`config.mk`:
```
export PLATFORM = sky130hd
export DESIGN_NAME = tstt_ram
export DESIGN_NICKNAME = d
export VERILOG_FILES = /design/src/tstt_ram.sv
export SDC_FILE = /design/constraint.sdc
export NUM_CORES = 1
export LEC_CHECK = 0
export BUFFER_PORTS_ARGS = -buffer_cell sky130_fd_sc_hd__buf_2
export CAP_MARGIN = 10
export CORE_AREA = 5 5 111 113
export CTS_CLUSTER_DIAMETER = 200
export DETAILED_ROUTE_END_ITERATION = 10
export DIE_AREA = 0 0 116 118
export GPL_ROUTABILITY_DRIVEN = 0
export GPL_TIMING_DRIVEN = 0
export PLACE_DENSITY = 0.77
export SETUP_SLACK_MARGIN = 0.5
export SYNTH_ARGS = -nofsm -noshare
export SYNTH_HDL_FRONTEND = slang
export SYNTH_SLANG_ARGS = --single-unit
```
`constraint.sdc`:
```
create_clock -name clk -period 1.6 [get_ports clk]
set_input_delay 0 -clock clk [delete_from_list [all_inputs] [get_ports clk]]
set_output_delay 0 -clock clk [all_outputs]
set_load 0.005 [all_outputs]
```
`src/tstt_ram.sv`:
```
// Synchronous RAM with one write port and two registered read ports.
module tstt_ram #(
  parameter int W  = 8,
  parameter int AW = 4
) (
  input  logic          clk,
  input  logic          we,
  input  logic [AW-1:0] waddr,
  input  logic [W-1:0]  wdata,
  input  logic          re,
  input  logic [AW-1:0] raddr0,
  input  logic [AW-1:0] raddr1,
  output logic [W-1:0]  rdata0,
  output logic [W-1:0]  rdata1
);
  localparam int DEPTH = 1 << AW;

  logic [W-1:0] mem [DEPTH];

  always_ff @(posedge clk) begin
    if (we) begin
      mem[waddr] <= wdata;
    end
    if (re) begin
      rdata0 <= mem[raddr0];
      rdata1 <= mem[raddr1];
    end
  end
endmodule

```
==> impl_results.md <==
- Status: finished, final reports clean
- Final setup violation count: 0
- N_diodes: 0
- Total design power: 9.49 mW
- Crit path DAT: 1700 ps
- Clock Sinks: 144
- Synth warnings: 0
- Slowest-stage cell, CP: mux4_4
- Clk_lat worst skew: 420 ps
- Reg2Reg Setup Slack: 60 ps
- Final Hold Fails: 0
- Mapped Area: 6510 sq um
- Max Root-Sink Buffers: 2
- Initial Utilization: 58.0%
- Drt via density: 6.81
- Dpl hpwl: 9720 um
- First-pass GRT wire length: 23,100 um
- Ratio of cells with drive above 1 in the final layout: 47.8%
- Syn-to-layout area delta: 17.7%
- Clock transition at path regs: 60 ps
- IO Port Bufs: 36
- Mapped Cells: 307
- Worst IR Drop VDD: 0.769 mV
- Setup Skew: 8.59 ps
- Vias in the first global route: 3,692
- Worst-Margin Slew: 905 ps
- Largest net degree at the start of global routing: 17
- Final min period: 1540 ps
- Worst Hold Depth: 1
- CTS Buf Count: 17
- Crit-path max cell delay: 630 ps
- Req. time, crit path: 1770 ps
- FILL cells: 735
- Grt ovf: 0
- GRT Overall Usage: 24.1%
- CP Capture Type: register
- Initial antenna violation count: 0
- Leakage Power: 2.52 nW
- Most frequent cells in the layout: edfxtp_1, mux4_2, buf_2
- Post-Place Cells: 486
- Layout net count: 391
- Max Slew Vio Count: 0
- Detailed Route Iter0 Violations: 458
- Crit start category: register
- CP max FO: 2
- Cell Rows: 39
- Syn Nets: 330
- #FFs+latches synth: 144
- Clock share of power: 46.9%
- Pwr Density: 1240 nW/um^2
- Die H: 118 um
- Core Region: 11,200 sq um
- RSZ-0062 raised after global routing: true
- Worst slew margin: 39.5%
- CTS root buf: clkbuf_16
- Yosys cell types: 19
- Internal power: 7.53 mW
- Top Ports: 39
- Drt pass-1 iters: 5
- Max Cap Viol: 0
- Die width: 116 um
- H-tree depth: 4
- Worst min-delay path endpoint: mem[3][3]
- R2r endpoint: rdata1[7]
- Residual DRC: 0
- Sequential Power Share: 45.4%
- Sw frac: 20.7%
- R2R cell count: 3
- Hold Crit Class: input pin to register
- Antenna Nets Post-Route: 0
- Total wire length: 15,200 um
- CTS tree: built
- Setup Crit Path Kind: register to register
- Switch Pwr: 1.96 mW
- Most common cell after layout, fill and taps aside: edfxtp_1
- Final worst path period share: 96.1%
- Die ar.: 13,700 sq um
- Via Count: 3,568
- Hold Crit Start: wdata[3]
- Syn_area_per_cell: 21.2 sq um
- Routed WL per cell: 29.1 um
- Fmax: 0.650 GHz
- Combinational power share: 7.7%
- Worst-path cell chain: mux4_4 > a22oi_2 > nand2_1
- Post-synthesis sequential area ratio: 66.5%
- Worst R2R Start: mem[0][7]
- Finished Layout Cells: 524
-- sequential cells by signal, summed over array words and instances (netlist names) --
name / cells
mem: 128
rdata1: 8
rdata0: 8
-- cells by family after synthesis --
family / synth area share (%)
mux: 23.8
simple gates: 3.35
flops: 66.5
buf+inv: 2.65
compound gates: 3.69
-- critical path, delay by kind of cell, from the launching register on --
| family | cells | cell delay, ps |
|---|---|---|
| and+or+nand+nor | 1 | 80 |
| AOI/OAI and AO/OA | 1 | 180 |
| muxes | 1 | 630 |
| DFF | 1 | 400 |
-- power by group through the flow --
| stage | registers, mW | clock network, mW | logic [mW] |
|---|---|---|---|
| after detailed placement | 4.38 | 0 | 0.667 |
| after global placement | 4.37 | 0 | 0.654 |
| after CTS | 4.31 | 4.47 | 0.712 |
| after floorplan | 4.38 | 0 | 0.398 |
| after global routing | 4.32 | 4.67 | 0.774 |
| final | 4.31 | 4.46 | 0.730 |
-- synthesized netlist by cell type --
library cell       n  area (sq um)
edfxtp_1         144          4320
mux4_2            34           766
a22oi_1           32           240
mux4_1            28           736
nand2_1           17          63.8
nor2_1            14          52.6
buf_2              6          30.0
buf_6              6          67.6
clkdlybuf4s25_2    6          60.1
nor3_1             4          20.0
and2_1             2          12.5
and2b_1            2          15.0
buf_4              2          15.0
mux4_4             2          50.1
nand2b_1           2          12.5
nand3b_1           2          15.0
nor2b_1            2          12.5
nand3_1            1          5.00
or3b_2             1          8.76
-- layout make-up --
cell class	count	area (sq um)	share of cell area (%)
multi-input combinational	143	2070	27.1
clock buffer	19	433	5.65
sequential	144	4320	56.5
clock inverter	13	235	3.07
timing repair buffer	42	240	3.14
tap	143	179	2.34
buffer	20	173	2.25
-- metal layers --
layer,GRT usage [%],vias to the layer above,wire [um]
met1,33.7,1877,5860
met4,9.79,0,476
li1,-,1466,-
met3,6.43,28,1410
met2,36.4,197,7490
met5,0,-,0
-- per-stage QoR --
stage / TNS (ps) / hold WS (ps) / utilization (%) / worst slack (ps) / area [sq um]
after global placement: -5.09 / 396 / 60.7 / -5.09 / 6810
after global routing: 0 / 12.6 / 68.2 / 27.9 / 7660
after detailed placement: -30.7 / 394 / 60.7 / -21.1 / 6810
final: 0 / 9.76 / 68.2 / 62.4 / 7660
after floorplan: 0 / 98.9 / - / 177 / 6450
after CTS: 0 / 0.839 / 67.7 / 78.1 / 7600
-- timing repair --
action	CTS	global route
resized for setup	17	12
buffers inserted	0	0
hold buffers	5	1
setup endpoints to repair	24	72
pin swaps	4	0
endpoints found under the hold margin	68	4
-- how the worst max path moves through the flow --
stage / start / end / slack, ps / depth (start not counted)
global route: mem[3][7] / rdata1[7] / 30 / 3
finish: mem[0][7] / rdata1[7] / 60 / 3
global placement: raddr0[0] / rdata0[3] / -5 / 5
detailed placement: raddr0[0] / rdata0[3] / -20 / 5
CTS: mem[0][7] / rdata1[7] / 80 / 3
floorplan: mem[3][0] / rdata0[0] / 180 / 3
Note: power is estimated with default switching activity, not from simulation.
