**src/tstt_pkg.sv**
```systemverilog
package tstt_pkg;

  typedef enum logic [1:0] {
    FN_PROBE = 2'd0,
    FN_STORE = 2'd1,
    FN_AGE   = 2'd2,
    FN_CLEAR = 2'd3
  } func_t;

  localparam logic [2:0] ST_MISS    = 3'd0;
  localparam logic [2:0] ST_SHALLOW = 3'd1;
  localparam logic [2:0] ST_EXACT   = 3'd2;
  localparam logic [2:0] ST_LOWER   = 3'd3;
  localparam logic [2:0] ST_UPPER   = 3'd4;

  localparam int GEN_W = 6;
  localparam int SIG_W = 32;

  typedef struct packed {
    logic             upper;
    logic             lower;
    logic             exact;
    logic             threat;
    logic [GEN_W-1:0] gen;
  } flags_t;

  // Signature and flags: the part of a slot that a clear wipes.
  typedef struct packed {
    logic [SIG_W-1:0] sig;
    flags_t           flags;
  } tag_t;

  // Move, depth and score: the part of a slot that a clear keeps.
  typedef struct packed {
    logic [15:0]        move;
    logic [7:0]         depth;
    logic signed [15:0] score;
  } body_t;

  localparam int TAG_W  = $bits(tag_t);
  localparam int BODY_W = $bits(body_t);

  typedef struct packed {
    func_t              func;
    logic [63:0]        key;
    logic [7:0]         search_depth;
    logic [7:0]         ply;
    logic signed [15:0] best_score;
    logic signed [15:0] alpha;
    logic signed [15:0] beta;
    logic [15:0]        move_in;
    logic               threat_in;
  } req_t;

  typedef struct packed {
    logic [2:0]         status;
    logic signed [15:0] score_out;
    logic [15:0]        move_out;
    logic               threat_out;
    logic               stored;
  } rsp_t;

  typedef struct packed {
    logic  en;
    logic  second;
    tag_t  tag;
    body_t body;
  } wr_t;

endpackage

```
**src/tstt_decide.sv**
```systemverilog
// Evaluates one operation against the two slots of its bucket: builds the
// result and, for a store, the entry and the slot to write.
module tstt_decide (
  input  tstt_pkg::req_t  req,
  input  tstt_pkg::tag_t  tag1,
  input  tstt_pkg::tag_t  tag2,
  input  tstt_pkg::body_t body1,
  input  tstt_pkg::body_t body2,
  input  logic [5:0]      generation,
  input  logic [14:0]     mate_limit,
  output tstt_pkg::rsp_t  rsp,
  output tstt_pkg::wr_t   wr
);
  logic [31:0]        sig;
  logic signed [17:0] lim;
  logic signed [17:0] neg_lim;
  logic signed [17:0] ply_s;
  logic               hit1;
  logic               hit2;
  tstt_pkg::tag_t     h_tag;
  tstt_pkg::body_t    h_body;
  logic signed [17:0] h_sc;
  logic signed [17:0] h_corr;
  logic signed [17:0] best;
  logic signed [17:0] best_corr;
  logic [7:0]         d1;
  logic [7:0]         d2;
  logic [7:0]         dn;
  logic               found;
  logic               second;
  logic [2:0]         bound;

  function automatic logic signed [15:0] sat16(input logic signed [17:0] v);
    if (v > 18'sd32767) begin
      return 16'sh7fff;
    end else if (v < -18'sd32768) begin
      return 16'sh8000;
    end
    return v[15:0];
  endfunction

  assign sig     = req.key[31:0];
  assign lim     = $signed({3'b000, mate_limit});
  assign neg_lim = -lim;
  assign ply_s   = $signed({10'd0, req.ply});
  assign hit1    = (tag1.sig == sig);
  assign hit2    = (tag2.sig == sig);
  assign h_tag   = hit1 ? tag1 : tag2;
  assign h_body  = hit1 ? body1 : body2;
  assign h_sc    = {{2{h_body.score[15]}}, h_body.score};
  assign best    = {{2{req.best_score[15]}}, req.best_score};
  assign d1      = body1.depth;
  assign d2      = body2.depth;
  assign dn      = req.search_depth;

  // Mate scores are stored relative to the node and read back relative to the root.
  always_comb begin
    if (h_sc > lim) begin
      h_corr = h_sc - ply_s;
    end else if (h_sc < neg_lim) begin
      h_corr = h_sc + ply_s;
    end else begin
      h_corr = h_sc;
    end
    if (best > lim) begin
      best_corr = best + ply_s;
    end else if (best < neg_lim) begin
      best_corr = best - ply_s;
    end else begin
      best_corr = best;
    end
  end

  // Replacement: matching slot, then the shallower slot within depth, then a stale slot.
  always_comb begin
    found  = 1'b1;
    second = 1'b0;
    if (hit1) begin
      second = 1'b0;
    end else if (hit2) begin
      second = 1'b1;
    end else if (d1 <= d2) begin
      if (d1 <= dn) begin
        second = 1'b0;
      end else if (d2 <= dn) begin
        second = 1'b1;
      end else begin
        found = 1'b0;
      end
    end else begin
      if (d2 <= dn) begin
        second = 1'b1;
      end else if (d1 <= dn) begin
        second = 1'b0;
      end else begin
        found = 1'b0;
      end
    end
    if (!found) begin
      if (tag1.flags.gen != generation) begin
        found  = 1'b1;
        second = 1'b0;
      end else if (tag2.flags.gen != generation) begin
        found  = 1'b1;
        second = 1'b1;
      end
    end
  end

  // Bound kind as {upper, lower, exact}.
  always_comb begin
    if (req.best_score <= req.alpha) begin
      bound = 3'b100;
    end else if (req.best_score >= req.beta) begin
      bound = 3'b010;
    end else begin
      bound = 3'b001;
    end
  end

  always_comb begin
    wr.en                = (req.func == tstt_pkg::FN_STORE) && found;
    wr.second            = second;
    wr.tag.sig           = sig;
    wr.tag.flags.upper   = bound[2];
    wr.tag.flags.lower   = bound[1];
    wr.tag.flags.exact   = bound[0];
    wr.tag.flags.threat  = req.threat_in;
    wr.tag.flags.gen     = generation;
    wr.body.move         = req.move_in;
    wr.body.depth        = req.search_depth;
    wr.body.score        = sat16(best_corr);
  end

  always_comb begin
    rsp.status     = tstt_pkg::ST_MISS;
    rsp.score_out  = 16'sd0;
    rsp.move_out   = 16'd0;
    rsp.threat_out = 1'b0;
    rsp.stored     = 1'b0;
    case (req.func)
      tstt_pkg::FN_PROBE: begin
        if (hit1 || hit2) begin
          rsp.move_out   = h_body.move;
          rsp.threat_out = h_tag.flags.threat;
          if (h_body.depth >= dn) begin
            if (h_tag.flags.exact) begin
              rsp.status    = tstt_pkg::ST_EXACT;
              rsp.score_out = sat16(h_corr);
            end else if (h_tag.flags.lower) begin
              rsp.status    = tstt_pkg::ST_LOWER;
              rsp.score_out = sat16(h_corr);
            end else if (h_tag.flags.upper) begin
              rsp.status    = tstt_pkg::ST_UPPER;
              rsp.score_out = sat16(h_corr);
            end
          end else begin
            rsp.status = tstt_pkg::ST_SHALLOW;
          end
        end
      end
      tstt_pkg::FN_STORE: begin
        rsp.stored = found;
      end
      default: begin
      end
    endcase
  end
endmodule

```
**config.mk**
```make
export PLATFORM = sky130hd
export DESIGN_NAME = tstt_decide
export DESIGN_NICKNAME = d
export VERILOG_FILES = /design/src/tstt_pkg.sv /design/src/tstt_decide.sv
export SDC_FILE = /design/constraint.sdc
export NUM_CORES = 1
export LEC_CHECK = 0
export ABC_AREA = 1
export BUFFER_PORTS_ARGS = -buffer_cell sky130_fd_sc_hd__buf_2
export CELL_PAD_IN_SITES_DETAIL_PLACEMENT = 0
export CELL_PAD_IN_SITES_GLOBAL_PLACEMENT = 1
export CORE_AREA = 2 2 175 177
export DETAILED_ROUTE_END_ITERATION = 6
export DIE_AREA = 0 0 177 179
export MAX_ROUTING_LAYER = met4
export PLACE_DENSITY_LB_ADDON = 0.15
export SYNTH_ARGS = -nofsm -noshare
export SYNTH_HDL_FRONTEND = slang
export SYNTH_SLANG_ARGS = --single-unit
```
**constraint.sdc**
```tcl
create_clock -name vclk -period 6.6
set_clock_uncertainty 0.1 [all_clocks]
set_input_delay 0.33 -clock vclk [all_inputs]
set_output_delay 0.33 -clock vclk [all_outputs]
set_load 0.03 [all_outputs]
```
==> run summary <==
GPL Wtd Cong = 0.895
Die outline area = 0.0317 mm2
Total track usage = 0.201
Commonest non-fill, non-tap cell in the layout = nand2_1
Worst slew pin tran = 843 ps
Synthesized area per cell = 5.84 um2
Critical path type = in2out
Clock buffers = 0
Count of pins over their slew limit = 0
Logic pwr share = 1.000
Layout Nets = 2274
FF+latch count = 0
Tot Pwr = 0.000771 W
RSZ-0062 raised after global routing = false
Area Overhead vs Synth = 21.6%
Internal = 0.000287 W
Chip width = 177 um
Met2 usage = 0.380
First-pass GRT wire length = 49200 um
CP required = 6170 ps
Worst path bufs/invs = 6
DP HPWL = 29600 um
Switching share of total power = 0.628
DRT Pass-1 Iters = 5
Achievable Freq = 181 MHz
Sequential power share = 0
Largest net degree at the start of global routing = 29
Filler cell count = 3520
Worst-path fanout max = 15
Largest family of logic cells by synthesized area = simple AND/OR/NAND/NOR gates
Mapped Nets = 1969
Initial antenna violation count = 5
Crit path from = mate_limit[0]
Static leakage = 6.23 nW
Crit path arrival time = 5110 ps
Starting Density = 0.286
Site row count = 64
Startpoint types = input pin
HP Start = req[5]
Final setup fails = 0
Switching power = 0.000484 W
DRT antenna net count = 0
GRT Max-Usage Layer = met2
Warnings, synthesis = 0
Area of the core = 0.0300 mm2
Number of hold buffers added after CTS = 0
Vias in the first global route = 9360
Final WL = 32600 um
Via count = 9918
Resized cells post-CTS = 0
Total negative slack = 0 ps
Clock network fraction of total power = 0
Critical Path Max Stage Delay = 680 ps
Slew margin rel. = 0.438
Die H = 179 um
Post-synthesis mux area share = 0.00233
Remaining global-route overflow = 0
I/O pin total = 453
DR iter-0 viols = 395
Worst path top cell family by delay = simple AND/OR/NAND/NOR gates
Cells after synthesis = 1472
Worst hold path depth = 0
Synthesized-area fraction occupied by adder cells = 0.244
Minimum clock period = 5540 ps
Fin area = 0.0105 mm2
Hold endpoint = wr[28]
Port bufs = 387
Register area share after synthesis = 0
Setup Fix Bufs, Post-CTS = 0
Fin crit share = 0.839
Count of different cell masters after synthesis = 57
GR Util met3 = 0.0254
Simple-gate share of the synthesized area = 0.328
GR Util met1 = 0.234
Synthesized area = 0.00860 mm2
Average wire per standard cell = 15.0 um
Crit end category = primary output
Final Hold Violating Endpoints = 0
PwrDens = 73.8 mW/mm2
Vias per cell = 4.56
Slowest cell on the critical path = o21ai_2
Synth Area in XOR/XNOR = 0.0969
Share of post-route cells with drive strength above 1 = 0.255
Compound-Gate Fraction of Synth Area = 0.153
Register area = 0 um2
DRC viols = 0
VDD IR max = 40.3 uV
Placement Cell Area = 0.0104 mm2
HP Class = in2out
Status = finished, final reports clean
Most frequent cells in the layout = 402 x nand2_1, 387 x buf_2, 224 x inv_1
Max_cap viols = 0
-- routing by layer --
metal,part of all wire,wire (um)
met1,0.42,13800
met4,0.0064,210
met2,0.52,16900
met5,0,0
met3,0.052,1700
-- power groups by stage --
stage          sequential [W]         clock, W  combinational (W)
3_5_place_dp                0                0           0.000778
3_3_place_gp                0                0           0.000773
4_1_cts                     0                0           0.000781
6_report                    0  0.0000000000811           0.000771
5_1_grt                     0  0.0000000000810           0.000876
2_1_floorplan               0                0           0.000544
-- final cells by class --
cell class	instances	area [um2]	share of cell area
antenna	4	10.0	0.000958
tap	396	495	0.0474
timing repair buffer	393	1980	0.190
multi-input combinational	1147	7080	0.678
inverter	235	882	0.0844
-- cell usage after synthesis (3+ instances only) --
cell | number | share of area
a211oi_1 | 4 | 0.0035
a21o_1 | 4 | 0.0035
a21oi_1 | 106 | 0.062
a21oi_2 | 10 | 0.010
a221oi_1 | 4 | 0.0041
buf_2 | 7 | 0.0041
buf_4 | 65 | 0.057
buf_6 | 4 | 0.0052
clkbuf_1 | 12 | 0.0052
fa_1 | 4 | 0.0093
ha_1 | 161 | 0.23
inv_1 | 224 | 0.098
inv_2 | 9 | 0.0039
nand2_1 | 402 | 0.18
nand2_2 | 9 | 0.0065
nand2_4 | 3 | 0.0039
nand3_1 | 63 | 0.037
nand4_1 | 30 | 0.022
nor2_1 | 106 | 0.046
nor2_2 | 3 | 0.0022
nor3_1 | 15 | 0.0087
nor4_1 | 8 | 0.0058
o2111ai_1 | 3 | 0.0031
o211ai_1 | 7 | 0.0061
o21a_1 | 4 | 0.0035
o21ai_0 | 50 | 0.029
o21ai_1 | 3 | 0.0017
o21ai_2 | 4 | 0.0041
o21bai_1 | 6 | 0.0052
o22ai_1 | 3 | 0.0022
o31ai_1 | 3 | 0.0026
or2_2 | 16 | 0.012
xnor2_1 | 50 | 0.051
xor2_1 | 42 | 0.043
-- how the worst max path moves through the flow --
stage	end	slack, ps	depth (start not counted)
final	rsp[18]	1060	27
after global routing	rsp[18]	270	27
after CTS	rsp[18]	1020	27
after detailed placement	rsp[18]	1020	27
after global placement	rsp[19]	1040	27
after floorplan	rsp[33]	2160	26
-- kinds of logic after synthesis --
group	count (synthesis)
compound gates	223
xor+xnor	93
mux	2
buf+inv	325
simple gates	664
fa+ha+maj	165
-- per-stage QoR --
step,instances,util,setup WS (ps),hold WS [ps]
after floorplan,1472,-,2160,682
after global placement,2171,0.348,1040,560
after detailed placement,2171,0.348,1020,560
after CTS,2171,0.348,1020,560
after global routing,2175,0.348,267,560
final,2175,0.348,1060,560
No activity file was read; power rests on OpenSTA's default activity.
